[src/cct_pkg.sv]
package cct_pkg;

   // Lexer modes, one-hot
   typedef enum logic [4:0] {
      MODE_IDLE = 5'b00001,
      MODE_WORD = 5'b00010,
      MODE_STR  = 5'b00100,
      MODE_ESC  = 5'b01000,
      MODE_HALT = 5'b10000
   } mode_type;

   // Result event codes
   localparam logic [1:0] EV_BYTE  = 2'd0;
   localparam logic [1:0] EV_DONE  = 2'd1;
   localparam logic [1:0] EV_ERROR = 2'd2;
   localparam logic [1:0] EV_END   = 2'd3;

   // Error codes
   localparam logic [1:0] ERR_NONE   = 2'd0;
   localparam logic [1:0] ERR_UNTERM = 2'd1;
   localparam logic [1:0] ERR_ZERO   = 2'd2;
   localparam logic [1:0] ERR_UNEXP  = 2'd3;

   // Special bytes
   localparam logic [7:0] SEP_MAX      = 8'd32;
   localparam logic [7:0] QUOTE_SINGLE = 8'h27;
   localparam logic [7:0] QUOTE_DOUBLE = 8'h22;
   localparam logic [7:0] ESCAPE_BYTE  = 8'h5C;
   localparam logic [7:0] ZERO_BYTE    = 8'h00;

   // Class registers: four operator words, then four word-character words
   localparam int          CFG_REGS     = 8;
   localparam int          CFG_IDX_W    = 3;
   localparam int          CFG_ADDR_W   = 6;
   localparam int          CFG_DATA_W   = 64;
   localparam logic [63:0] CFG_RESET [CFG_REGS] = '{
      64'd0, 64'd0, 64'd0, 64'd0,
      64'd287948901175001088, 64'd576460745995190270, 64'd0, 64'd0
   };

   typedef struct packed {
      logic [255:0] op;
      logic [255:0] word;
   } class_maps_type;

   typedef struct packed {
      logic [1:0] event_res;
      logic [7:0] token_byte;
      logic [7:0] token_kind;
      logic [1:0] error_code;
      logic       last_result;
   } res_type;

   // Up to two results for one input beat, r0 first
   typedef struct packed {
      logic [1:0] count;
      res_type    r0;
      res_type    r1;
   } step_type;

   function automatic res_type mk_res(logic [1:0] ev, logic [7:0] tb,
                                      logic [7:0] tk, logic [1:0] err);
      res_type r;
      r.event_res   = ev;
      r.token_byte  = tb;
      r.token_kind  = tk;
      r.error_code  = err;
      r.last_result = 1'b0;
      return r;
   endfunction

endpackage

[src/cct_req_if.sv]
interface cct_req_if;
   logic       valid;
   logic       ready;
   logic [7:0] data_byte;
   logic       end_marker;

   modport source (output valid, output data_byte, output end_marker, input ready);
   modport sink   (input valid, input data_byte, input end_marker, output ready);
endinterface

[src/cct_rsp_if.sv]
interface cct_rsp_if;
   logic       valid;
   logic       ready;
   logic [1:0] event_res;
   logic [7:0] token_byte;
   logic [7:0] token_kind;
   logic [1:0] error_code;
   logic       last_result;

   modport source (output valid, output event_res, output token_byte, output token_kind,
                   output error_code, output last_result, input ready);
   modport sink   (input valid, input event_res, input token_byte, input token_kind,
                   input error_code, input last_result, output ready);
endinterface

[src/cct_csr.sv]
module cct_csr (
   input  logic                              clock,
   input  logic                              reset,
   input  logic                              csr_psel,
   input  logic                              csr_penable,
   input  logic                              csr_pwrite,
   input  logic [cct_pkg::CFG_ADDR_W-1:0]    csr_paddr,
   input  logic [cct_pkg::CFG_DATA_W-1:0]    csr_pwdata,
   output logic [cct_pkg::CFG_DATA_W-1:0]    csr_prdata,
   output logic                              csr_pready,
   output cct_pkg::class_maps_type           maps
);

   logic [cct_pkg::CFG_DATA_W-1:0] cls_ff [cct_pkg::CFG_REGS];
   logic [cct_pkg::CFG_IDX_W-1:0]  idx;
   logic                           wr_en;

   assign idx        = csr_paddr[cct_pkg::CFG_ADDR_W-1:3];
   assign wr_en      = csr_psel & csr_penable & csr_pwrite;
   assign csr_pready = 1'b1;
   assign csr_prdata = cls_ff[idx];

   // Write a class register in the access phase
   always_ff @(posedge clock) begin
      if (reset) begin
         for (int i = 0; i < cct_pkg::CFG_REGS; i++) begin
            cls_ff[i] <= cct_pkg::CFG_RESET[i];
         end
      end else if (wr_en) begin
         cls_ff[idx] <= csr_pwdata;
      end
   end

   // Lay out the two 256-bit class maps, bit n is byte n
   assign maps.op   = {cls_ff[3], cls_ff[2], cls_ff[1], cls_ff[0]};
   assign maps.word = {cls_ff[7], cls_ff[6], cls_ff[5], cls_ff[4]};

endmodule

[src/cct_lexer.sv]
module cct_lexer (
   input  logic                    clock,
   input  logic                    reset,
   input  logic                    advance,
   input  logic [7:0]              data_byte,
   input  logic                    end_marker,
   input  cct_pkg::class_maps_type maps,
   output cct_pkg::step_type       step
);

   cct_pkg::mode_type mode_ff, mode_in;
   logic [7:0]        kind_ff, kind_in;

   logic              op_hit, word_hit;
   cct_pkg::mode_type s_mode;
   logic [7:0]        s_kind;
   logic              s_has;
   cct_pkg::res_type  s_res;
   cct_pkg::res_type  r0, r1;
   logic [1:0]        n;

   // Class lookup; separators never match
   assign op_hit   = (data_byte > cct_pkg::SEP_MAX) & maps.op[data_byte];
   assign word_hit = (data_byte > cct_pkg::SEP_MAX) & maps.word[data_byte];

   // Start of a token from idle
   always_comb begin
      s_mode = cct_pkg::MODE_IDLE;
      s_kind = kind_ff;
      s_has  = 1'b0;
      s_res  = cct_pkg::mk_res(cct_pkg::EV_BYTE, 8'd0, 8'd0, cct_pkg::ERR_NONE);
      if (data_byte <= cct_pkg::SEP_MAX) begin
         s_mode = cct_pkg::MODE_IDLE;
      end else if (data_byte == cct_pkg::QUOTE_SINGLE ||
                   data_byte == cct_pkg::QUOTE_DOUBLE) begin
         s_kind = data_byte;
         s_mode = cct_pkg::MODE_STR;
      end else if (op_hit) begin
         s_kind = data_byte;
         s_has  = 1'b1;
         s_res  = cct_pkg::mk_res(cct_pkg::EV_DONE, 8'd0, data_byte, cct_pkg::ERR_NONE);
      end else if (word_hit) begin
         s_kind = data_byte;
         s_mode = cct_pkg::MODE_WORD;
         s_has  = 1'b1;
         s_res  = cct_pkg::mk_res(cct_pkg::EV_BYTE, data_byte, data_byte,
                                  cct_pkg::ERR_NONE);
      end else begin
         s_kind = data_byte;
         s_mode = cct_pkg::MODE_HALT;
         s_has  = 1'b1;
         s_res  = cct_pkg::mk_res(cct_pkg::EV_ERROR, 8'd0, data_byte,
                                  cct_pkg::ERR_UNEXP);
      end
   end

   // Per-mode handling of one beat
   always_comb begin
      mode_in = mode_ff;
      kind_in = kind_ff;
      n       = 2'd0;
      r0      = cct_pkg::mk_res(cct_pkg::EV_BYTE, 8'd0, 8'd0, cct_pkg::ERR_NONE);
      r1      = r0;
      if (end_marker) begin
         r0 = cct_pkg::mk_res(cct_pkg::EV_END, 8'd0, 8'd0, cct_pkg::ERR_NONE);
         n  = 2'd1;
         if (mode_ff == cct_pkg::MODE_WORD) begin
            r0 = cct_pkg::mk_res(cct_pkg::EV_DONE, 8'd0, kind_ff, cct_pkg::ERR_NONE);
            r1 = cct_pkg::mk_res(cct_pkg::EV_END, 8'd0, 8'd0, cct_pkg::ERR_NONE);
            n  = 2'd2;
         end else if (mode_ff == cct_pkg::MODE_STR || mode_ff == cct_pkg::MODE_ESC) begin
            r0 = cct_pkg::mk_res(cct_pkg::EV_ERROR, 8'd0, kind_ff, cct_pkg::ERR_UNTERM);
            r1 = cct_pkg::mk_res(cct_pkg::EV_END, 8'd0, 8'd0, cct_pkg::ERR_NONE);
            n  = 2'd2;
         end
         mode_in = cct_pkg::MODE_IDLE;
         kind_in = 8'd0;
      end else begin
         case (mode_ff)
            cct_pkg::MODE_HALT: begin
               mode_in = cct_pkg::MODE_HALT;
            end
            cct_pkg::MODE_WORD: begin
               if (word_hit) begin
                  r0 = cct_pkg::mk_res(cct_pkg::EV_BYTE, data_byte, kind_ff,
                                       cct_pkg::ERR_NONE);
                  n  = 2'd1;
               end else begin
                  // Close the word, then treat the byte as from idle
                  r0      = cct_pkg::mk_res(cct_pkg::EV_DONE, 8'd0, kind_ff,
                                            cct_pkg::ERR_NONE);
                  r1      = s_res;
                  n       = s_has ? 2'd2 : 2'd1;
                  mode_in = s_mode;
                  kind_in = s_kind;
               end
            end
            cct_pkg::MODE_STR: begin
               if (data_byte == kind_ff) begin
                  r0      = cct_pkg::mk_res(cct_pkg::EV_DONE, 8'd0, kind_ff,
                                            cct_pkg::ERR_NONE);
                  n       = 2'd1;
                  mode_in = cct_pkg::MODE_IDLE;
               end else if (data_byte == cct_pkg::ESCAPE_BYTE) begin
                  mode_in = cct_pkg::MODE_ESC;
               end else if (data_byte == cct_pkg::ZERO_BYTE) begin
                  r0      = cct_pkg::mk_res(cct_pkg::EV_ERROR, 8'd0, kind_ff,
                                            cct_pkg::ERR_ZERO);
                  n       = 2'd1;
                  mode_in = cct_pkg::MODE_HALT;
               end else begin
                  r0 = cct_pkg::mk_res(cct_pkg::EV_BYTE, data_byte, kind_ff,
                                       cct_pkg::ERR_NONE);
                  n  = 2'd1;
               end
            end
            cct_pkg::MODE_ESC: begin
               if (data_byte == cct_pkg::ZERO_BYTE) begin
                  r0      = cct_pkg::mk_res(cct_pkg::EV_ERROR, 8'd0, kind_ff,
                                            cct_pkg::ERR_ZERO);
                  mode_in = cct_pkg::MODE_HALT;
               end else begin
                  r0      = cct_pkg::mk_res(cct_pkg::EV_BYTE, data_byte, kind_ff,
                                            cct_pkg::ERR_NONE);
                  mode_in = cct_pkg::MODE_STR;
               end
               n = 2'd1;
            end
            default: begin
               r0      = s_res;
               n       = s_has ? 2'd1 : 2'd0;
               mode_in = s_mode;
               kind_in = s_kind;
            end
         endcase
      end
      // Flag the final result of the beat
      if (n == 2'd1) begin
         r0.last_result = 1'b1;
      end
      if (n == 2'd2) begin
         r1.last_result = 1'b1;
      end
   end

   assign step.count = n;
   assign step.r0    = r0;
   assign step.r1    = r1;

   // Update lexer state when the beat is processed
   always_ff @(posedge clock) begin
      if (reset) begin
         mode_ff <= cct_pkg::MODE_IDLE;
         kind_ff <= 8'd0;
      end else if (advance) begin
         mode_ff <= mode_in;
         kind_ff <= kind_in;
      end
   end

endmodule

[src/cct_out.sv]
module cct_out (
   input  logic              clock,
   input  logic              reset,
   input  logic              load,
   input  cct_pkg::step_type step,
   output logic              can_take,
   cct_rsp_if.source         rsp
);

   cct_pkg::res_type res0_ff, res0_in;
   cct_pkg::res_type res1_ff, res1_in;
   logic [1:0]       cnt_ff, cnt_in;
   logic             fire;

   assign fire     = rsp.valid & rsp.ready;
   // Room for a new beat once the held results are gone by this edge
   assign can_take = (cnt_ff == 2'd0) | ((cnt_ff == 2'd1) & rsp.ready);

   always_comb begin
      res0_in = res0_ff;
      res1_in = res1_ff;
      cnt_in  = cnt_ff;
      if (load) begin
         res0_in = step.r0;
         res1_in = step.r1;
         cnt_in  = step.count;
      end else if (fire) begin
         // Advance the second result to the head
         res0_in = res1_ff;
         cnt_in  = cnt_ff - 2'd1;
      end
   end

   always_ff @(posedge clock) begin
      if (reset) begin
         cnt_ff <= 2'd0;
      end else begin
         cnt_ff <= cnt_in;
      end
   end

   always_ff @(posedge clock) begin
      res0_ff <= res0_in;
      res1_ff <= res1_in;
   end

   assign rsp.valid       = (cnt_ff != 2'd0);
   assign rsp.event_res   = res0_ff.event_res;
   assign rsp.token_byte  = res0_ff.token_byte;
   assign rsp.token_kind  = res0_ff.token_kind;
   assign rsp.error_code  = res0_ff.error_code;
   assign rsp.last_result = res0_ff.last_result;

endmodule

[src/char_class_tokenizer_core.sv]
// Channel | Dir | Handshake           | Payload
// req     | in  | valid/ready         | data_byte[7:0], end_marker
// rsp     | out | valid/ready         | event_res, token_byte, token_kind, error_code,
//         |     |                     | last_result
// csr     | in  | APB psel/penable    | paddr[5:3] selects one of eight 64-bit class registers
//
// One byte per cycle while the rsp side keeps up: a beat is latched in the input register,
// lexed from there and its results land in a two-entry result register.
// A byte that yields two results (word closed by an operator or bad byte, end
// marker after an open token) holds the input until the result register has room.
// Synchronous reset clears lexer mode, token kind and valids, and loads the
// default class maps (no operators, digits, letters and underscore as words).
// A stalled rsp side holds the result register and then the input register.
module char_class_tokenizer_core (
   input  logic                           clock,
   input  logic                           reset,
   cct_req_if.sink                        req,
   cct_rsp_if.source                      rsp,
   input  logic                           csr_psel,
   input  logic                           csr_penable,
   input  logic                           csr_pwrite,
   input  logic [cct_pkg::CFG_ADDR_W-1:0] csr_paddr,
   input  logic [cct_pkg::CFG_DATA_W-1:0] csr_pwdata,
   output logic [cct_pkg::CFG_DATA_W-1:0] csr_prdata,
   output logic                           csr_pready
);

   cct_pkg::class_maps_type maps;
   cct_pkg::step_type       step;

   logic       in_valid_ff, in_valid_in;
   logic [7:0] in_byte_ff;
   logic       in_end_ff;
   logic       can_take;
   logic       advance;
   logic       accept;

   assign advance   = in_valid_ff & can_take;
   assign req.ready = ~in_valid_ff | advance;
   assign accept    = req.valid & req.ready;

   // Input register: capture a beat, drop it once lexed
   always_comb begin
      in_valid_in = in_valid_ff;
      if (accept) begin
         in_valid_in = 1'b1;
      end else if (advance) begin
         in_valid_in = 1'b0;
      end
   end

   always_ff @(posedge clock) begin
      if (reset) begin
         in_valid_ff <= 1'b0;
      end else begin
         in_valid_ff <= in_valid_in;
      end
   end

   always_ff @(posedge clock) begin
      if (accept) begin
         in_byte_ff <= req.data_byte;
         in_end_ff  <= req.end_marker;
      end
   end

   cct_csr u_csr (
      .clock       (clock),
      .reset       (reset),
      .csr_psel    (csr_psel),
      .csr_penable (csr_penable),
      .csr_pwrite  (csr_pwrite),
      .csr_paddr   (csr_paddr),
      .csr_pwdata  (csr_pwdata),
      .csr_prdata  (csr_prdata),
      .csr_pready  (csr_pready),
      .maps        (maps)
   );

   cct_lexer u_lexer (
      .clock      (clock),
      .reset      (reset),
      .advance    (advance),
      .data_byte  (in_byte_ff),
      .end_marker (in_end_ff),
      .maps       (maps),
      .step       (step)
   );

   cct_out u_out (
      .clock    (clock),
      .reset    (reset),
      .load     (advance),
      .step     (step),
      .can_take (can_take),
      .rsp      (rsp)
   );

endmodule
[src/flat_wrapper.sv]
// flat-port wrapper written by rule: the top's interface ports become plain ports
module char_class_tokenizer_core_flat 
  (clock, reset, csr_psel, csr_penable, csr_pwrite, csr_paddr, csr_pwdata, csr_prdata, csr_pready, req_valid, req_data_byte, req_end_marker, req_ready, rsp_valid, rsp_event_res, rsp_token_byte, rsp_token_kind, rsp_error_code, rsp_last_result, rsp_ready);
  cct_req_if req_i ();
  cct_rsp_if rsp_i ();
  input  logic clock;
  input  logic reset;
  input  logic csr_psel;
  input  logic csr_penable;
  input  logic csr_pwrite;
  input  logic [cct_pkg::CFG_ADDR_W-1:0] csr_paddr;
  input  logic [cct_pkg::CFG_DATA_W-1:0] csr_pwdata;
  output logic [cct_pkg::CFG_DATA_W-1:0] csr_prdata;
  output logic csr_pready;
  input wire logic [$bits(req_i.valid)-1:0] req_valid;
  input wire logic [$bits(req_i.data_byte)-1:0] req_data_byte;
  input wire logic [$bits(req_i.end_marker)-1:0] req_end_marker;
  output wire logic [$bits(req_i.ready)-1:0] req_ready;
  output wire logic [$bits(rsp_i.valid)-1:0] rsp_valid;
  output wire logic [$bits(rsp_i.event_res)-1:0] rsp_event_res;
  output wire logic [$bits(rsp_i.token_byte)-1:0] rsp_token_byte;
  output wire logic [$bits(rsp_i.token_kind)-1:0] rsp_token_kind;
  output wire logic [$bits(rsp_i.error_code)-1:0] rsp_error_code;
  output wire logic [$bits(rsp_i.last_result)-1:0] rsp_last_result;
  input wire logic [$bits(rsp_i.ready)-1:0] rsp_ready;
  assign req_i.valid = req_valid;
  assign req_i.data_byte = req_data_byte;
  assign req_i.end_marker = req_end_marker;
  assign req_ready = req_i.ready;
  assign rsp_valid = rsp_i.valid;
  assign rsp_event_res = rsp_i.event_res;
  assign rsp_token_byte = rsp_i.token_byte;
  assign rsp_token_kind = rsp_i.token_kind;
  assign rsp_error_code = rsp_i.error_code;
  assign rsp_last_result = rsp_i.last_result;
  assign rsp_i.ready = rsp_ready;
  char_class_tokenizer_core u_core (.clock(clock), .reset(reset), .req(req_i), .rsp(rsp_i), .csr_psel(csr_psel), .csr_penable(csr_penable), .csr_pwrite(csr_pwrite), .csr_paddr(csr_paddr), .csr_pwdata(csr_pwdata), .csr_prdata(csr_prdata), .csr_pready(csr_pready));
endmodule
[config.mk]
export PLATFORM = sky130hd
export DESIGN_NAME = char_class_tokenizer_core_flat
export DESIGN_NICKNAME = d
export VERILOG_FILES = /design/src/cct_pkg.sv /design/src/cct_req_if.sv /design/src/cct_rsp_if.sv /design/src/cct_csr.sv /design/src/cct_lexer.sv /design/src/cct_out.sv /design/src/char_class_tokenizer_core.sv /design/src/flat_wrapper.sv
export SDC_FILE = /design/constraint.sdc
export NUM_CORES = 1
export LEC_CHECK = 0
export ABC_AREA = 0
export BUFFER_PORTS_ARGS = -buffer_cell sky130_fd_sc_hd__buf_2
export CAP_MARGIN = 5
export CORE_ASPECT_RATIO = 1.1
export CORE_MARGIN = 4
export CORE_UTILIZATION = 35
export DETAILED_ROUTE_END_ITERATION = 6
export PLACE_DENSITY_LB_ADDON = 0.3
export RECOVER_POWER = 100
export SYNTH_ARGS = -nofsm -noshare
export SYNTH_HDL_FRONTEND = slang
export SYNTH_SLANG_ARGS = --single-unit
[constraint.sdc]
create_clock -name clock -period 3 [get_ports clock]
set_clock_uncertainty 0.15 [all_clocks]
set_input_delay 0.6 -clock clock [delete_from_list [all_inputs] [get_ports clock]]
set_output_delay 0.6 -clock clock [all_outputs]
set_load 0.05 [all_outputs]
==> out/summary.log, run 1 <==
INFO  status         violations=capacitance limit, slew limit, setup timing
INFO  floorplanning  row_count=110
INFO  cells_and_area final_core_utilization=45.1%
INFO  pwr            p_leak=13.1nW
INFO  cells_and_area fin_cells=3699
INFO  critical_path  r2r-start=u_core.in_byte_ff[0]$_DFFE_PP_
INFO  route          drt_pass1_iterations=6
INFO  hold_path      hp-class=in2reg
INFO  run            maxCapViolCount=2
INFO  synth          synth-warning-count=0
INFO  sta            finalCriticalPeriod=3500ps
INFO  floorplanning  initial_core_util=35.4%
INFO  clock_tree     cts_max_level=3
INFO  synth          synth-main-ff-cell=edfxtp_1
INFO  critical_path  cp-end-kind=register
INFO  floorplanning  ioPinCount=174
INFO  route          initial_drt_markers=2992
INFO  sta            rsz_0062_raised_after_global_routing=true
INFO  critical_path  timing.critical_path.required=3210ps
INFO  sta            tightest_slew_margin_relative_to_the_limit=-9.97%
INFO  sta            holdWs=21.6ps
INFO  critical_path  crit_fanout=7
INFO  floorplanning  floorplan.die.height=310µm
INFO  clock_tree     clkLatencyLatePin=630ps
INFO  synth          synth_seq_cells=578
INFO  critical_path  worstSetupPathType=reg2reg
INFO  synth          postSynthAreaPerCell=13.3µm²
INFO  global_routing global_route.overflow_total=0
INFO  synth          yosysSeqAreaShare=59.1%
INFO  critical_path  r2r_slack=-500ps
INFO  sta            period_share=117%
INFO  sta            maxSlewViolCount=130
INFO  global_routing via_count_of_the_first_global_routing_pass=22367
INFO  sta            timing.final.hold_violations=0
INFO  route          routed_wirelength=105mm
INFO  placement      place.gp.congestion=0.934
INFO  placement      dp.cells=3538
INFO  cells_and_area layout-drive-gt1-share=28.5%
INFO  clock_tree     clock_tree_root_buffer_cell=clkbuf_16
INFO  synth          synthDistinctLibCells=68
INFO  status         run_status=finished, violations left
INFO  clock_tree     cts_tree=built
INFO  route          detail-route-antenna-nets=0
INFO  route          detail_route.vias_per_cell=5.97
INFO  synth          share_of_async_settable_or_async_resettable_flops_after_synthesis=0%
INFO  floorplanning  die_extent_in_x=283µm
INFO  hold_path      whs_endpoint=u_core.in_byte_ff[1]$_DFFE_PP_
INFO  critical_path  cp.arrival=3710ps
INFO  cells_and_area filler_cell_count=7302
INFO  route          vias=22099
INFO  cells_and_area design.final.nets=2663
INFO  clock_tree     clkTransAtPathRegs=60ps
INFO  synth          synth_edf_count=562
INFO  critical_path  r2r-end=u_core.u_out.rsp.event_res[0]$_DFFE_PP_
INFO  clock_tree     cts_num_sinks=578
INFO  critical_path  rr_worst_depth=15
INFO  global_routing globalRouteTotalUtil=23.1%
INFO  pwr            power.total=22.3mW
INFO  route          number_of_drc_violations_after_detailed_routing=0
INFO  cells_and_area layout-area-overhead-vs-synth=27.3%
INFO  sta            max_freq=286MHz
INFO  hold_path      worstHoldStart=req_data_byte[1]
INFO  hold_path      timing.hold.worst_path_depth=1
INFO  critical_path  critPathLaunchType=register
INFO  pwr            ir_worst_vdd=346µV
INFO  sta            max_slew.worst_pin.slew=1650ps
INFO  placement      port_buffers=169
INFO  route          detail_route.wl_per_cell=28.3µm
INFO  floorplanning  placeableCoreArea=82200µm²
INFO  sta            setup_violations=106
INFO  placement      dp_hpwl=70.5mm
INFO  global_routing grt_first_pass_wirelength=152mm
INFO  floorplanning  die_area=87800µm²
INFO  global_routing number_of_antenna_violations_at_the_first_check_in_global_routing=13
INFO  synth          netlist_instances=2182
INFO  synth          synth.cell_area=29100µm²
INFO  global_routing grt_start_max_net_pins=65
INFO  sta            final_critical_path_setup_slack=-501ps
INFO  clock_tree     numCtsBuffers=68
INFO  pwr            power_density=601nW/µm²
INFO  clock_tree     deepest_clock_path_buffer_count=3
## critical path, stage by stage, from the launching register on
cell and delay, ps:
edfxtp_1 420, buf_8 170, buf_12 150, buf_12 140, buf_12 120, buf_12 120
mux4_2 440, a22oi_2 180, buf_4 150, nand4_1 110, nand3_2 130, nand4_1 280
a21oi_4 260, buf_6 160, nand3b_1 160, a21oi_2 80
## cell usage in the layout (no fill, tap or decap), types with 17 or more instances in the layout
master     count
clkbuf_1      48
and2_0       140
a22oi_1      295
nand4_1       76
or3_1         67
and2_1       314
nor2_1        35
nand3_1       29
nand2_1       42
buf_12        89
buf_2         94
mux4_2        95
a21oi_1       18
edfxtp_1     562
buf_4        224
clkbuf_16     69
buf_6         19
mux2i_1       68
a22o_1        17
## sequential cells by signal (all words and copies together), names as in the netlist, 5 cells and up
register / count
u_core.u_out.res1_ff: 20
u_core.u_out.rsp.token_byte: 8
u_core.in_byte_ff: 8
u_core.u_lexer.mode_ff: 5
u_core.u_out.rsp.token_kind: 8
u_core.u_csr.cls_ff: 512
u_core.u_lexer.kind_ff: 8
## synthesized netlist by cell type, types with 9 or more instances
cell type  number  area, µm²
o21ai_0        24        120
or2_2           9       56.3
and3_1          9       56.3
buf_2          10       50.1
nand3_1        30        150
nor3_1         13       65.1
a22o_1         19        166
or3_1          67        419
a22oi_1       301       2260
nor2_1         42        158
mux4_1          9        236
edfxtp_1      562      16900
nand4_1        76        475
mux4_2         88       1980
a21oi_1        27        135
xnor2_1         9       78.8
inv_1          15       56.3
and2_1        453       2830
mux2i_1        70        701
mux2_2         12        135
nand2_1        42        158
dfxtp_1        16        320
clkbuf_1      150        563
## worst max path at each step
stage / startpoint / to / slack, ps
after floorplan: u_core.in_byte_ff[0]$_DFFE_PP_ / u_core.u_out.rsp.event_res[0]$_DFFE_PP_ / -130
after global placement: u_core.in_byte_ff[0]$_DFFE_PP_ / u_core.u_lexer.kind_ff[0]$_SDFFE_PP0P_ / -590
after detailed placement: u_core.in_byte_ff[0]$_DFFE_PP_ / u_core.u_lexer.mode_ff[4]$_SDFFE_PP0P_ / -630
after CTS: u_core.in_byte_ff[0]$_DFFE_PP_ / u_core.u_lexer.mode_ff[4]$_SDFFE_PP0P_ / -460
after global routing: u_core.in_byte_ff[0]$_DFFE_PP_ / u_core.u_out.rsp.event_res[0]$_DFFE_PP_ / -560
final: u_core.in_byte_ff[0]$_DFFE_PP_ / u_core.u_out.rsp.event_res[0]$_DFFE_PP_ / -500
## where the power goes
group	internal (mW)	leakage (nW)	switching [mW]
Combinational	1.64	6.50	2.44
Sequential	9.39	5.52	0.321
Clock	4.97	1.10	3.50
Total	16.0	13.1	6.27
## metal layers
layer / wire length [µm] / global-route usage (%) / vias to the layer above
met5: 54 / 0 / -
met2: 50000 / 38.9 / 1381
met4: 4830 / 9.55 / 8
met3: 10200 / 4.53 / 296
li1: - / - / 9313
met1: 39700 / 29.6 / 11101
## cells by family after synthesis
group | share of synthesized area (%)
xor+xnor | 0.301
mux | 10.5
flops | 59.1
fa+ha+maj | 0.0860
simple gates | 15.8
buf+inv | 3.07
other cells | 0.0258
compound gates | 11.1
## area by class of cell
| cell class | count | area, µm² | area share (%) |
|---|---|---|---|
| sequential | 578 | 17200 | 46.4 |
| multi-input combinational | 1409 | 11500 | 31.1 |
| timing repair buffer | 503 | 4640 | 12.5 |
| clock buffer | 82 | 1780 | 4.79 |
| tap | 1064 | 1330 | 3.59 |
| clock inverter | 42 | 494 | 1.33 |
| inverter | 15 | 58.8 | 0.159 |
| antenna | 6 | 15.0 | 0.0405 |
## metrics by stage
stage	TNS (ps)	cell area, µm²	setup slack, ps
floorplan	-1920	29200	-125
global placement	-20380	34300	-592
detailed placement	-20920	34300	-628
CTS	-13800	37100	-457
global route	-34160	37000	-562
finish	-21990	37100	-501
## repair_timing
item | in CTS | in global routing
cloned | 3 | 0
endpoints found under the setup margin | 41 | 52
hold buffers | 6 | 0
gates resized for setup | 67 | 56
hold endpoints to repair | 6 | 0
setup buffers | 17 | 6
pin swaps | 26 | 26
No activity file was read; power rests on OpenSTA's default activity.
==> run 2: changes to the inputs <==
CORE_UTILIZATION = 56   (was 35)
==> out/summary.log, run 2 (synthesized netlist as in run 1, its figures left out) <==
INFO  status         run_status=finished, violations left
INFO  status         violations=setup timing
INFO  pwr            internal_power=15.5mW
INFO  sta            max_slew.worst_pin.slew=1450ps
INFO  floorplanning  die_extent_in_x=225µm
INFO  cells_and_area final_area=35300µm²
INFO  critical_path  worstSetupPathType=reg2reg
INFO  floorplanning  initial_core_util=56.6%
INFO  cells_and_area layout-area-overhead-vs-synth=21.2%
INFO  route          met3_wirelength=10.6mm
INFO  cells_and_area largest_register_ff_count=512
INFO  pwr            power.net_switching=5.77mW
INFO  critical_path  timing.critical_path.required=3410ps
INFO  critical_path  cp.arrival=3900ps
INFO  pwr            seqPwrFrac=45.7%
INFO  clock_tree     numCtsBuffers=57
INFO  sta            tightest_slew_margin_relative_to_the_limit=3.42%
INFO  sta            finalCriticalPeriod=3490ps
INFO  route          initial_drt_markers=3603
INFO  hold_path      timing.hold.worst_path_depth=3
INFO  route          detail_route.wirelength.met1=32.8mm
INFO  clock_tree     cts_num_sinks=578
INFO  pwr            power_density=602nW/µm²
INFO  sta            max_freq=286MHz
INFO  critical_path  r2r_slack=-490ps
INFO  global_routing number_of_antenna_violations_at_the_first_check_in_global_routing=2
INFO  cells_and_area design.final.nets=2572
INFO  clock_tree     cts_max_level=2
INFO  placement      port_buffers=169
INFO  pwr            p_leak=12.5nW
INFO  clock_tree     deepest_clock_path_buffer_count=3
INFO  critical_path  r2r-start=u_core.in_byte_ff[0]$_DFFE_PP_
INFO  placement      place.gp.congestion=0.974
INFO  critical_path  rr_worst_depth=10
INFO  clock_tree     clkLatencyLatePin=630ps
INFO  placement      dpl-instance-area=32700µm²
INFO  pwr            power_frac_comb=17.5%
INFO  route          number_of_drc_violations_after_detailed_routing=0
INFO  sta            holdWs=62.5ps
INFO  cells_and_area reg_top3=u_core.u_csr.cls_ff (512), u_core.u_out.res1_ff (20)
INFO  critical_path  r2r-end=u_core.u_lexer.mode_ff[2]$_SDFFE_PP0P_
INFO  critical_path  crit_fanout=5
INFO  route          vias=22178
INFO  critical_path  critical_path.endpoint=u_core.u_lexer.mode_ff[2]$_SDFFE_PP0P_
INFO  hold_path      hp-class=in2reg
INFO  route          dr_wl_met2=46.4mm
INFO  pwr            power.switching_fraction=27.2%
INFO  cells_and_area biggest_register=u_core.u_csr.cls_ff
INFO  critical_path  cp-startpoint=u_core.in_byte_ff[0]$_DFFE_PP_
INFO  floorplanning  floorplan.die.height=247µm
INFO  floorplanning  die_area=55700µm²
INFO  pwr            ir_worst_vdd=525µV
INFO  global_routing via_count_of_the_first_global_routing_pass=22145
INFO  route          routed_wirelength=95.5mm
INFO  critical_path  cp-end-kind=register
INFO  route          top_routing_layer_used=met4
INFO  route          drt_pass1_iterations=6
INFO  sta            fin_tns_setup=-63040ps
INFO  cells_and_area most_frequent_standard_cell_in_the_layout_excluding_fill_and_tap_cells=edfxtp_1
INFO  global_routing global_route.overflow_total=0
INFO  sta            rsz_0062_raised_after_global_routing=true
INFO  sta            setup_violations=467
INFO  cells_and_area mostFrequentLayoutCells=562 x edfxtp_1, 340 x and2_1, 292 x a22oi_1, 159 x buf_4, 125 x buf_2
INFO  sta            timing.final.hold_violations=0
INFO  floorplanning  placeableCoreArea=51400µm²
INFO  floorplanning  ioPinCount=174
INFO  pwr            share_clk_of_total_power=36.9%
INFO  route          detail-route-antenna-nets=0
INFO  global_routing globalRouteTotalUtil=33.5%
INFO  floorplanning  row_count=87
INFO  global_routing grt_start_max_net_pins=65
INFO  route          detail_route.vias_per_cell=6.93
INFO  placement      dp_hpwl=63.4mm
INFO  run            maxCapViolCount=0
INFO  sta            maxSlewViolCount=0
INFO  global_routing grt_first_pass_wirelength=140mm
INFO  clock_tree     cts_tree=built
INFO  clock_tree     clkTransAtPathRegs=60ps
INFO  critical_path  critPathLaunchType=register
INFO  sta            period_share=116%
INFO  cells_and_area layout-drive-gt1-share=25.5%
INFO  clock_tree     clock_tree_root_buffer_cell=clkbuf_16
INFO  sta            final_critical_path_setup_slack=-491ps
INFO  pwr            power.total=21.2mW
INFO  route          detail_route.wl_per_cell=29.9µm
-- run 2: power groups by stage --
stage	Sequential, mW	Combinational (mW)	Clock, mW
after floorplan	9.89	1.87	0
after global placement	9.80	3.38	0
after detailed placement	9.83	3.43	0
after CTS	9.67	3.58	7.85
after global routing	9.72	3.83	8.17
final	9.70	3.70	7.82
-- run 2: how the worst min path moves through the flow --
stage	start	to	slack [ps]
after floorplan	u_core.u_lexer.mode_ff[3]$_SDFFE_PP0P_	u_core.u_lexer.mode_ff[3]$_SDFFE_PP0P_	330
after global placement	u_core.u_lexer.mode_ff[4]$_SDFFE_PP0P_	u_core.u_lexer.mode_ff[4]$_SDFFE_PP0P_	360
after detailed placement	u_core.u_lexer.kind_ff[6]$_SDFFE_PP0P_	u_core.u_lexer.kind_ff[6]$_SDFFE_PP0P_	360
after CTS	req_valid	u_core.in_valid_ff$_SDFFE_PP0P_	40
after global routing	req_valid	u_core.in_valid_ff$_SDFFE_PP0P_	100
final	req_valid	u_core.in_valid_ff$_SDFFE_PP0P_	60
-- run 2: area by class of cell --
class,instances,area [µm²]
Sequential cell,578,17200
Fill cell,3493,16100
Multi-Input combinational cell,1409,11400
Timing Repair Buffer,423,3700
Clock buffer,70,1520
Tap cell,667,835
Clock inverter,34,499
Inverter,15,56.3
Antenna cell,2,5.00
-- run 2: what timing repair did --
| action | in CTS | in global routing |
|---|---|---|
| setup endpoints to repair | 39 | 48 |
| resized for setup | 46 | 53 |
| hold buffers | 6 | 0 |
| gates cloned | 4 | 1 |
| pin swaps | 15 | 20 |
| hold endpoints to repair | 6 | 0 |
| buffers inserted | 11 | 12 |
-- run 2: metal layers --
layer	up-vias	GRT usage (%)
li1	9137	-
met1	10877	42.2
met2	1807	54.8
met3	357	7.15
met4	0	17.5
met5	-	0
-- run 2: critical path: stages (launching register included) --
cell and delay (ps):
edfxtp_1 370, buf_4 160, bufbuf_16 290, mux4_1 550, mux4_2 480, nor2_2 170
a31oi_1 80, o211a_4 200, a32o_2 300, or4b_4 530, a21oi_2 130
-- run 2: per-stage QoR --
stage,utilization (%),std cells,setup slack [ps]
3_3_place_gp,63.6,3058,-525
6_report,68.6,3198,-491
5_1_grt,68.6,3198,-490
3_5_place_dp,63.6,3058,-567
4_1_cts,68.4,3183,-384
2_1_floorplan,-,2189,-125
